<file path="src/rtl/core/bit_column_membership_table_macros.svh">
// Assertion macros for the bit column membership table.
// Used by the top level only; expects clock and reset in scope.
`ifndef BIT_COLUMN_MEMBERSHIP_TABLE_MACROS_SVH
`define BIT_COLUMN_MEMBERSHIP_TABLE_MACROS_SVH

`define BCMT_ASSERT_NOW(label, ante, cons, msg) \
   label: assert property (@(posedge clock) disable iff (reset) (ante) |-> (cons)) \
      else $error(msg);

`define BCMT_ASSERT_NEXT(label, ante, cons, msg) \
   label: assert property (@(posedge clock) disable iff (reset) (ante) |=> (cons)) \
      else $error(msg);

`endif

</file>
<file path="src/rtl/core/bcmt_pkg.sv">
// Shared types and constants for the bit column membership table.
// No dependencies.
package bcmt_pkg;

   localparam int ROWS_DEF  = 4096;
   localparam int SLOTS_DEF = 64;
   localparam int MAX_LIST  = 64;
   localparam int CMP_W     = 17;

   localparam logic [3:0] OP_ALLOC   = 4'd0;
   localparam logic [3:0] OP_REMOVE  = 4'd1;
   localparam logic [3:0] OP_CLRALL  = 4'd2;
   localparam logic [3:0] OP_SETORG  = 4'd3;
   localparam logic [3:0] OP_QORG    = 4'd4;
   localparam logic [3:0] OP_CLRCOL  = 4'd5;
   localparam logic [3:0] OP_ADD     = 4'd6;
   localparam logic [3:0] OP_COUNT   = 4'd7;
   localparam logic [3:0] OP_LIST    = 4'd8;
   localparam logic [3:0] OP_APPEND  = 4'd9;
   localparam logic [3:0] OP_TRUNC   = 4'd10;
   localparam logic [3:0] OP_EMPTY   = 4'd11;
   localparam logic [3:0] OP_QOCC    = 4'd12;

   localparam logic [1:0] ST_OK     = 2'd0;
   localparam logic [1:0] ST_FULL   = 2'd1;
   localparam logic [1:0] ST_NOTOCC = 2'd2;
   localparam logic [1:0] ST_RANGE  = 2'd3;

   localparam logic [1:0] TBL_NONE = 2'd3;

   typedef enum logic [2:0] {
      MODE_NONE,
      MODE_CLR,
      MODE_COUNT,
      MODE_LIST,
      MODE_ADD
   } mode_type;

   typedef enum logic [4:0] {
      S_IDLE  = 5'b00001,
      S_EXEC  = 5'b00010,
      S_READ  = 5'b00100,
      S_PROC  = 5'b01000,
      S_FINAL = 5'b10000
   } state_type;

   typedef struct packed {
      logic idle;
      logic exec;
      logic read;
      logic proc;
      logic fin;
   } cmd_type;

   typedef struct packed {
      logic rd_go;
      logic walk_done;
      logic hold;
      logic out_free;
      logic push;
   } sts_type;

endpackage

</file>
<file path="src/rtl/core/bcmt_ctrl.sv">
// Controller state machine for the bit column membership table.
// Depends on bcmt_pkg.
module bcmt_ctrl (
   input  logic             clock,
   input  logic             reset,
   input  logic             req_valid,
   input  bcmt_pkg::sts_type sts,
   output bcmt_pkg::cmd_type cmd
);
   bcmt_pkg::state_type state_ff, state_in;

   always_comb begin
      state_in = state_ff;
      case (state_ff)
         bcmt_pkg::S_IDLE: begin
            if (req_valid) state_in = bcmt_pkg::S_EXEC;
         end
         bcmt_pkg::S_EXEC: begin
            state_in = bcmt_pkg::S_READ;
         end
         bcmt_pkg::S_READ: begin
            if (sts.rd_go) state_in = bcmt_pkg::S_PROC;
            else if (sts.walk_done) state_in = bcmt_pkg::S_FINAL;
         end
         bcmt_pkg::S_PROC: begin
            if (!sts.hold) state_in = bcmt_pkg::S_READ;
         end
         bcmt_pkg::S_FINAL: begin
            if (sts.out_free) state_in = bcmt_pkg::S_IDLE;
         end
         default: state_in = bcmt_pkg::S_IDLE;
      endcase
   end

   always_ff @(posedge clock) begin
      if (reset) state_ff <= bcmt_pkg::S_IDLE;
      else state_ff <= state_in;
   end

   assign cmd.idle = (state_ff == bcmt_pkg::S_IDLE);
   assign cmd.exec = (state_ff == bcmt_pkg::S_EXEC);
   assign cmd.read = (state_ff == bcmt_pkg::S_READ);
   assign cmd.proc = (state_ff == bcmt_pkg::S_PROC);
   assign cmd.fin  = (state_ff == bcmt_pkg::S_FINAL);
endmodule

</file>
<file path="config.mk">
export PLATFORM = sky130hd
export DESIGN_NAME = bcmt_ctrl
export DESIGN_NICKNAME = d
export VERILOG_FILES = /design/src/rtl/core/bit_column_membership_table_macros.svh /design/src/rtl/core/bcmt_pkg.sv /design/src/rtl/core/bcmt_ctrl.sv
export SDC_FILE = /design/constraint.sdc
export NUM_CORES = 1
export LEC_CHECK = 0
export ABC_AREA = 1
export ABC_CLOCK_PERIOD_IN_PS = 1400
export BUFFER_PORTS_ARGS = -buffer_cell sky130_fd_sc_hd__buf_2
export CORE_AREA = 5 5 42 44
export DETAILED_ROUTE_END_ITERATION = 8
export DIE_AREA = 0 0 47 49
export HOLD_SLACK_MARGIN = 0.06
export PLACE_DENSITY = 0.5
export SLEW_MARGIN = 25
export SYNTH_ARGS = -nofsm -noshare
export SYNTH_HDL_FRONTEND = slang
export SYNTH_SLANG_ARGS = --single-unit
</file>
<file path="constraint.sdc">
create_clock -name clock -period 1.4 [get_ports clock]
set_clock_uncertainty 0.2 [all_clocks]
set_input_delay 0.14 -clock clock [delete_from_list [all_inputs] [get_ports clock]]
set_output_delay 0.14 -clock clock [all_outputs]
set_load 0.05 [all_outputs]
</file>
After elaboration in Yosys (flattened, before gate mapping)
Cells that the tools add are included.
{ "op_classes": {"n_eq_ne": 9, "n_mux": 6, "n_reduce_logical": 1} }
{ "ops": {"columns": ["operator", "n"], "rows": [
  ["5-bit 2-to-1 mux", 5],
  ["5-bit case mux with 5 select lines", 1],
  ["2-bit != test (second input constant)", 3],
  ["5-bit by 1-bit == test with 1-bit output (second input constant)", 1],
  ["5-bit by 2-bit == test with 1-bit output (second input constant)", 1],
  ["5-bit by 3-bit == test with 1-bit output (second input constant)", 1],
  ["5-bit by 4-bit == test with 1-bit output (second input constant)", 1],
  ["5-bit == test (second input constant)", 1],
  ["4-bit AND reduction", 1],
  ["3-bit != test (second input constant)", 1]
]} }
{ "totals": {"register_bits": 5, "inputBits": 8, "output_inout_bits": 5, "elab_cells": 17} }

Logic depth before layout (Yosys ltp)
Gate-level depths: netlist of run 1.
{ "depth": {"ltp_word": 3, "ltp_mapped": 8, "mapped_depth_nobuf": 8} }

Worst setup path after synthesis of run 1
OpenSTA, ideal clock, no wires.
{ "synth_path": {"path_type": "register to output", "from": "reg state_ff[4]", "to": "out cmd[0] in the netlist's numbering", "arrival_ns": 2.051, "path_slack_ns": -0.991, "stages_incl_launch_ff": 3, "path_buffers": 0, "cell_sequence": "dfxtp_1 > inv_2 > nor4_1"} }
{ "synth_lines": {"columns": ["item", "line_no", "text"], "rows": [
  ["start: declaration", "bcmt_ctrl.sv:10", "bcmt_pkg::state_type state_ff, state_in;"],
  ["start signal: assignment", "bcmt_ctrl.sv:36", "if (reset) state_ff <= bcmt_pkg::S_IDLE;"],
  ["start signal: assignment", "bcmt_ctrl.sv:37", "else state_ff <= state_in;"],
  ["end: declaration", "bcmt_ctrl.sv:8", "output bcmt_pkg::cmd_type cmd"]
]} }

==> impl_metrics.json, run 1 <==
{
  "status": "finished, violations left",
  "violations": "negative setup slack",
  "routedWlPerCell_um": 9.59,
  "dp_cells": 88,
  "rrSetupSlack_ns": 0.01,
  "htree_levels": 1,
  "hp-class": "in -> reg",
  "dr_total_vias": 407,
  "clk_latency_ns": 0.24,
  "syn_area_um2": 353,
  "r2r-end": "state_ff[4]",
  "syn_nets": 63,
  "dpl_cell_area_um2": 513,
  "power_density_nw_per_um2": 1970,
  "grt_first_pass_wirelength_um": 1460,
  "drc": 0,
  "startpoint": "state_ff[2]",
  "antennaDiodeCount": 0,
  "placeableCoreArea_um2": 1400,
  "synth_edf_count": 0,
  "drt-total-wl_um": 911,
  "grt-ovfl-total": 0,
  "drv_cap": 0,
  "cts.clk_slew.worst_paths_ns": 0.04,
  "synth_ff_type": "dfxtp_1",
  "clockBufferDepth": 2,
  "place_hpwl_um": 733,
  "n_fill_cell": 163,
  "start_kind": "flop",
  "yosys.area.top_type_share_pct": 28.4,
  "final_max_slew_viol_count": 0,
  "regMostFlops": "state_ff",
  "initialDrtViolationCount": 2,
  "path_class": "reg -> out",
  "grt_pass1_vias": 347,
  "tightestPinTransition_ns": 0.251,
  "yosys_warnings": 0,
  "synth_top_cell_by_area": "dfxtp_1",
  "fmax_mhz": 658,
  "die_area_um2": 2300,
  "firstDrtPassIters": 2,
  "biggestRegsByFlops": "state_ff: 5 flops",
  "root_buffer": "clkbuf_4",
  "layoutNonFillerInstCount": 95,
  "ir_drop_mv": 1.76,
  "whs_ns": 0.0868,
  "crit_fanout": 5,
  "hp-start": "req_valid",
  "fp-row-count": 14,
  "io_buffers": 11,
  "r2r_cells": 8,
  "worstPathArrival_ns": 1.18,
  "die_y_um": 49,
  "leakagePower_nw": 0.307,
  "hold_viol": 0,
  "multi_input_area_um2": 277,
  "gp_congestion": 0.711,
  "worstPathRequired_ns": 1.06,
  "via_per_inst": 4.28,
  "rsz0062_at_grt": "true",
  "fin_crit_ns": 1.52,
  "whs_path_depth": 6,
  "ys_seq_area_share_pct": 28.4,
  "clock_sinks": 5,
  "final_nets": 88,
  "final_area_um2": 642,
  "die_w_um": 47,
  "relSlewSlack_pct": 83.2,
  "setup_viol": 5,
  "avgSynthCellArea_um2": 6.42,
  "async_flop_share_pct": 0,
  "area_delta_synth_final_pct": 81.9,
  "largest_reg_flops": 5,
  "ys_ff_latch": 5,
  "grt_usage_pct": 9.08,
  "ff_latch_area_um2": 111,
  "num_io_pins": 13,
  "antenna_found_initial": 0,
  "yosys-top-cells-area": "dfxtp_1 28%, nand2_1 13%, nor2_1 13%",
  "grt_max_degree": 7,
  "cp-end-kind": "output pin",
  "fin_crit_sh_pct": 109,
  "syn-instance-count": 55,
  "layout-drive-gt1-share_pct": 64.6,
  "r2r_start": "state_ff[0]",
  "cts_tree": "done",
  "start_util_pct": 25.2,
  "synth_cell_types": 14,
  "setup_ws_ns": -0.120,
  "whs_endpoint": "state_ff[0]",
  "ant_nets": 0,
  "cts_inserted_buffers": 3
}
-- critical path: stages, from the launching register on --
cell	delay, ns
dfxtp_4	0.36
buf_6	0.12
nor4_4	0.26
buf_6	0.19
-- cells by family after synthesis --
family	count (synthesis)	share of synthesized area, %
buffers and inverters	11	11.7
and+or+nand+nor	38	58.5
DFF	5	28.4
AOI/OAI and AO/OA	1	1.42
-- repair_timing --
| item | in CTS | in global routing |
|---|---|---|
| pin swaps | 2 | 10 |
| gates resized for setup | 14 | 11 |
| endpoints found under the setup margin | 5 | 10 |
| hold endpoints to repair | 5 | 0 |
| hold buffers | 2 | 0 |
| gates cloned | 0 | 0 |
| setup buffers | 1 | 1 |
-- final cells by class --
class / count / area share (%)
Clock buffer: 4 / 4.09
Inverter: 11 / 6.43
Multi-Input combinational cell: 39 / 43.1
Sequential cell: 5 / 17.3
Tap cell: 16 / 3.12
Timing Repair Buffer: 20 / 25.9
-- power by group --
group	switching, W	total, W	internal (W)
logic	0.000489	0.000830	0.000340
registers	0.0000681	0.000270	0.000202
clock network	0.0000553	0.000163	0.000108
total	0.000613	0.00126	0.000650
-- metrics by stage --
stage	TNS [ns]	setup slack, ns	total power [W]	utilization, %
after floorplan	-0.870	-0.257	0.000731	-
after global placement	0	0.0132	0.000923	36.6
after detailed placement	-0.0129	-0.0129	0.000927	36.6
after CTS	-0.485	-0.118	0.00117	43.6
after global routing	-0.963	-0.173	0.00136	45.8
final	-0.458	-0.120	0.00126	45.8
-- how the worst max path moves through the flow --
stage	to	slack (ns)	cells after the start
final	cmd[0]	-0.12	3
after global placement	cmd[3]	0.01	4
after floorplan	state_ff[4]	-0.26	7
after global routing	cmd[0]	-0.17	5
after CTS	cmd[0]	-0.12	4
after detailed placement	cmd[3]	-0.01	4
-- routing by layer --
layer | track usage [%] | part of all wire, % | vias to the layer above
li1 | - | - | 219
met1 | 13.0 | 46 | 178
met2 | 11.1 | 49 | 10
met3 | 2.21 | 4.8 | 0
met4 | 6.91 | 0 | 0
met5 | 0 | 0 | -
-- cell usage in the layout (no fill, tap or decap) --
cell type / count
inv_1: 5
clkbuf_4: 3
nand3_2: 2
buf_2: 6
nor2_1: 9
clkbuf_1: 1
dfxtp_4: 2
nand4_2: 2
nand3_1: 1
nand2_1: 7
inv_2: 6
nand4_1: 2
buf_8: 1
buf_4: 6
dfxtp_2: 3
nand2_4: 1
buf_6: 5
nand2_2: 5
dlygate4sd3_1: 2
nor4_4: 2
a21oi_1: 1
nor2_2: 3
nor2_4: 4
-- synth_stat cells (2+ instances only) --
| cell | instances |
|---|---|
| nor2_2 | 3 |
| nand4_1 | 2 |
| nor2_1 | 12 |
| nand4_2 | 2 |
| nand3_1 | 3 |
| dfxtp_1 | 5 |
| inv_2 | 3 |
| nand2_1 | 12 |
| inv_1 | 8 |
(Power assumes the default switching activity.)
==> run 2, diff against run 1 <==
--- a/config.mk
+++ b/config.mk
@@ -6,14 +6,15 @@
 export NUM_CORES = 1
 export LEC_CHECK = 0
 export ABC_AREA = 1
-export ABC_CLOCK_PERIOD_IN_PS = 1400
+export ABC_CLOCK_PERIOD_IN_PS = 2000
 export BUFFER_PORTS_ARGS = -buffer_cell sky130_fd_sc_hd__buf_2
-export CORE_AREA = 5 5 42 44
+export CORE_AREA = 3 3 40 42
 export DETAILED_ROUTE_END_ITERATION = 8
-export DIE_AREA = 0 0 47 49
+export DIE_AREA = 0 0 43 45
 export HOLD_SLACK_MARGIN = 0.06
 export PLACE_DENSITY = 0.5
 export SLEW_MARGIN = 25
 export SYNTH_ARGS = -nofsm -noshare
 export SYNTH_HDL_FRONTEND = slang
 export SYNTH_SLANG_ARGS = --single-unit
+export TNS_END_PERCENT = 100
==> constraint.sdc (replaced) <==
create_clock -name clock -period 2 [get_ports clock]
set_clock_uncertainty 0.2 [all_clocks]
set_input_delay 0.2 -clock clock [delete_from_list [all_inputs] [get_ports clock]]
set_output_delay 0.2 -clock clock [all_outputs]
set_load 0.05 [all_outputs]
==> impl_metrics.json, run 2 (synthesis gave the netlist of run 1 again) <==
{
  "status": "completed",
  "root_buffer": "clkbuf_4",
  "num_io_pins": 13,
  "initialDrtViolationCount": 9,
  "whs_endpoint": "state_ff[4]",
  "grt_first_pass_wirelength_um": 1360,
  "dpl_cell_area_um2": 433,
  "cts_inserted_buffers": 3,
  "antennaDiodeCount": 0,
  "drc": 0,
  "setup_viol": 0,
  "layout-drive-gt1-share_pct": 36.1,
  "ir_drop_mv": 0.477,
  "dp_cells": 81,
  "power_density_nw_per_um2": 1370,
  "ant_nets": 0,
  "crit_buf_inv": 2,
  "drt-total-wl_um": 761,
  "grt_max_degree": 7,
  "firstDrtPassIters": 4,
  "antenna_found_initial": 0,
  "fp-row-count": 13,
  "die_area_um2": 1940,
  "htree_levels": 1,
  "use_met1_pct": 12.4,
  "slowest_delay_ns": 0.55,
  "grt-ovfl-total": 0,
  "cp_top_family": "buffers and inverters",
  "cp-end-kind": "flop",
  "crit_fanout": 5,
  "path_class": "reg -> reg",
  "cts_tree": "done",
  "path_cells": "inv_2, nor4_4, nand2_1, a21oi_1, dlygate4sd3_1",
  "drv_cap": 0,
  "die_w_um": 43,
  "rrSetupSlack_ns": 0.15,
  "placeableCoreArea_um2": 1280,
  "r2r_start": "state_ff[2]",
  "met3_usage_pct": 1.59,
  "layoutNonFillerInstCount": 87,
  "grt_pass1_vias": 339,
  "clockBufferDepth": 2,
  "fin_crit_ns": 1.85,
  "fin_crit_sh_pct": 92.4,
  "biggestRegsByFlops": "state_ff: 5 flops",
  "start_kind": "flop",
  "die_y_um": 45,
  "post-route-util_pct": 37.3,
  "leakagePower_nw": 0.259,
  "place_hpwl_um": 654,
  "start_util_pct": 27.5,
  "tightestPinTransition_ns": 0.315,
  "worstPathRequired_ns": 1.98,
  "routedWlPerCell_um": 8.75,
  "final_cell_mix": "12 x nor2_1, 12 x nand2_1, 11 x buf_2, 8 x inv_1, 5 x dfxtp_1",
  "final_max_slew_viol_count": 0,
  "largest_reg_flops": 5,
  "via_per_inst": 4.31,
  "crit_slowest_cell": "dlygate4sd3_1",
  "area_delta_synth_final_pct": 35.8,
  "hp-class": "in -> reg",
  "dr_total_vias": 375,
  "io_buffers": 11,
  "rsz0062_at_grt": "false",
  "whs_path_depth": 6,
  "final_nets": 81,
  "regMostFlops": "state_ff",
  "clock_sinks": 5,
  "final_area_um2": 479,
  "hold_viol": 0,
  "setup_tns_ns": 0,
  "grt_usage_pct": 9.52,
  "r2r_cells": 5,
  "gp_congestion": 0.747,
  "fmax_mhz": 541,
  "top_usage_layer": "met2",
  "grt_util_met2_pct": 14.1,
  "hp-start": "sts[4]",
  "relSlewSlack_pct": 78.9,
  "r2r-end": "state_ff[3]",
  "cts.clk_slew.worst_paths_ns": 0.04,
  "cts_resized": 0,
  "clk_latency_ns": 0.24,
  "worstPathArrival_ns": 1.83
}
-- run 2: changes by cell type in the layout (fill, tap and decap cells not counted), sizes merged --
cell	delta
buf	-7
-- run 2: worst max-delay path by stage --
stage,slack (ns),depth (start not counted),to,from
after global placement,0.46,3,cmd[2],state_ff[2]
after CTS,0.15,5,state_ff[3],state_ff[2]
after detailed placement,0.46,3,cmd[2],state_ff[2]
final,0.15,5,state_ff[3],state_ff[2]
after floorplan,0.12,2,cmd[0],state_ff[4]
after global routing,0.05,5,state_ff[3],state_ff[2]
-- run 2: through the flow --
step / total power (W) / hold WS (ns) / setup slack, ns
5_1_grt: 0.000723 / 0.173 / 0.0527
4_1_cts: 0.000669 / 0.123 / 0.148
2_1_floorplan: 0.000470 / 0.0691 / 0.122
3_5_place_dp: 0.000545 / 0.198 / 0.457
6_report: 0.000658 / 0.124 / 0.152
3_3_place_gp: 0.000546 / 0.199 / 0.464
-- run 2: layer usage --
| metal | part of all wire, % | up-vias | wire length (µm) |
|---|---|---|---|
| met5 | 0 | - | 0 |
| met4 | 2.8 | 0 | 21 |
| met3 | 5.1 | 2 | 39 |
| met2 | 44 | 9 | 332 |
| met1 | 48 | 161 | 368 |
| li1 | - | 203 | - |
-- run 2: layout make-up --
| class | instances | area (µm²) |
|---|---|---|
| Timing Repair Buffer | 13 | 75.1 |
| Sequential cell | 5 | 100 |
| Clock buffer | 4 | 26.3 |
| Multi-Input combinational cell | 39 | 218 |
| Tap cell | 15 | 18.8 |
| Inverter | 11 | 41.3 |
| Fill cell | 152 | 806 |
-- run 2: tightest hold or removal path: cells and delay by family --
family,cells,cell delay [ns]
simple gates,4,0.18
buf+inv,2,0.14
-- run 2: power breakdown --
| group | total (W) | internal, W | switching (W) |
|---|---|---|---|
| Combinational | 0.000365 | 0.000103 | 0.000263 |
| Sequential | 0.000176 | 0.000133 | 0.0000428 |
| Clock | 0.000116 | 0.0000754 | 0.0000410 |
-- run 2: what timing repair did --
item,CTS,global route
hold buffers,2,0
setup buffers,0,0
endpoints found under the setup margin,0,0
hold endpoints to repair,4,0
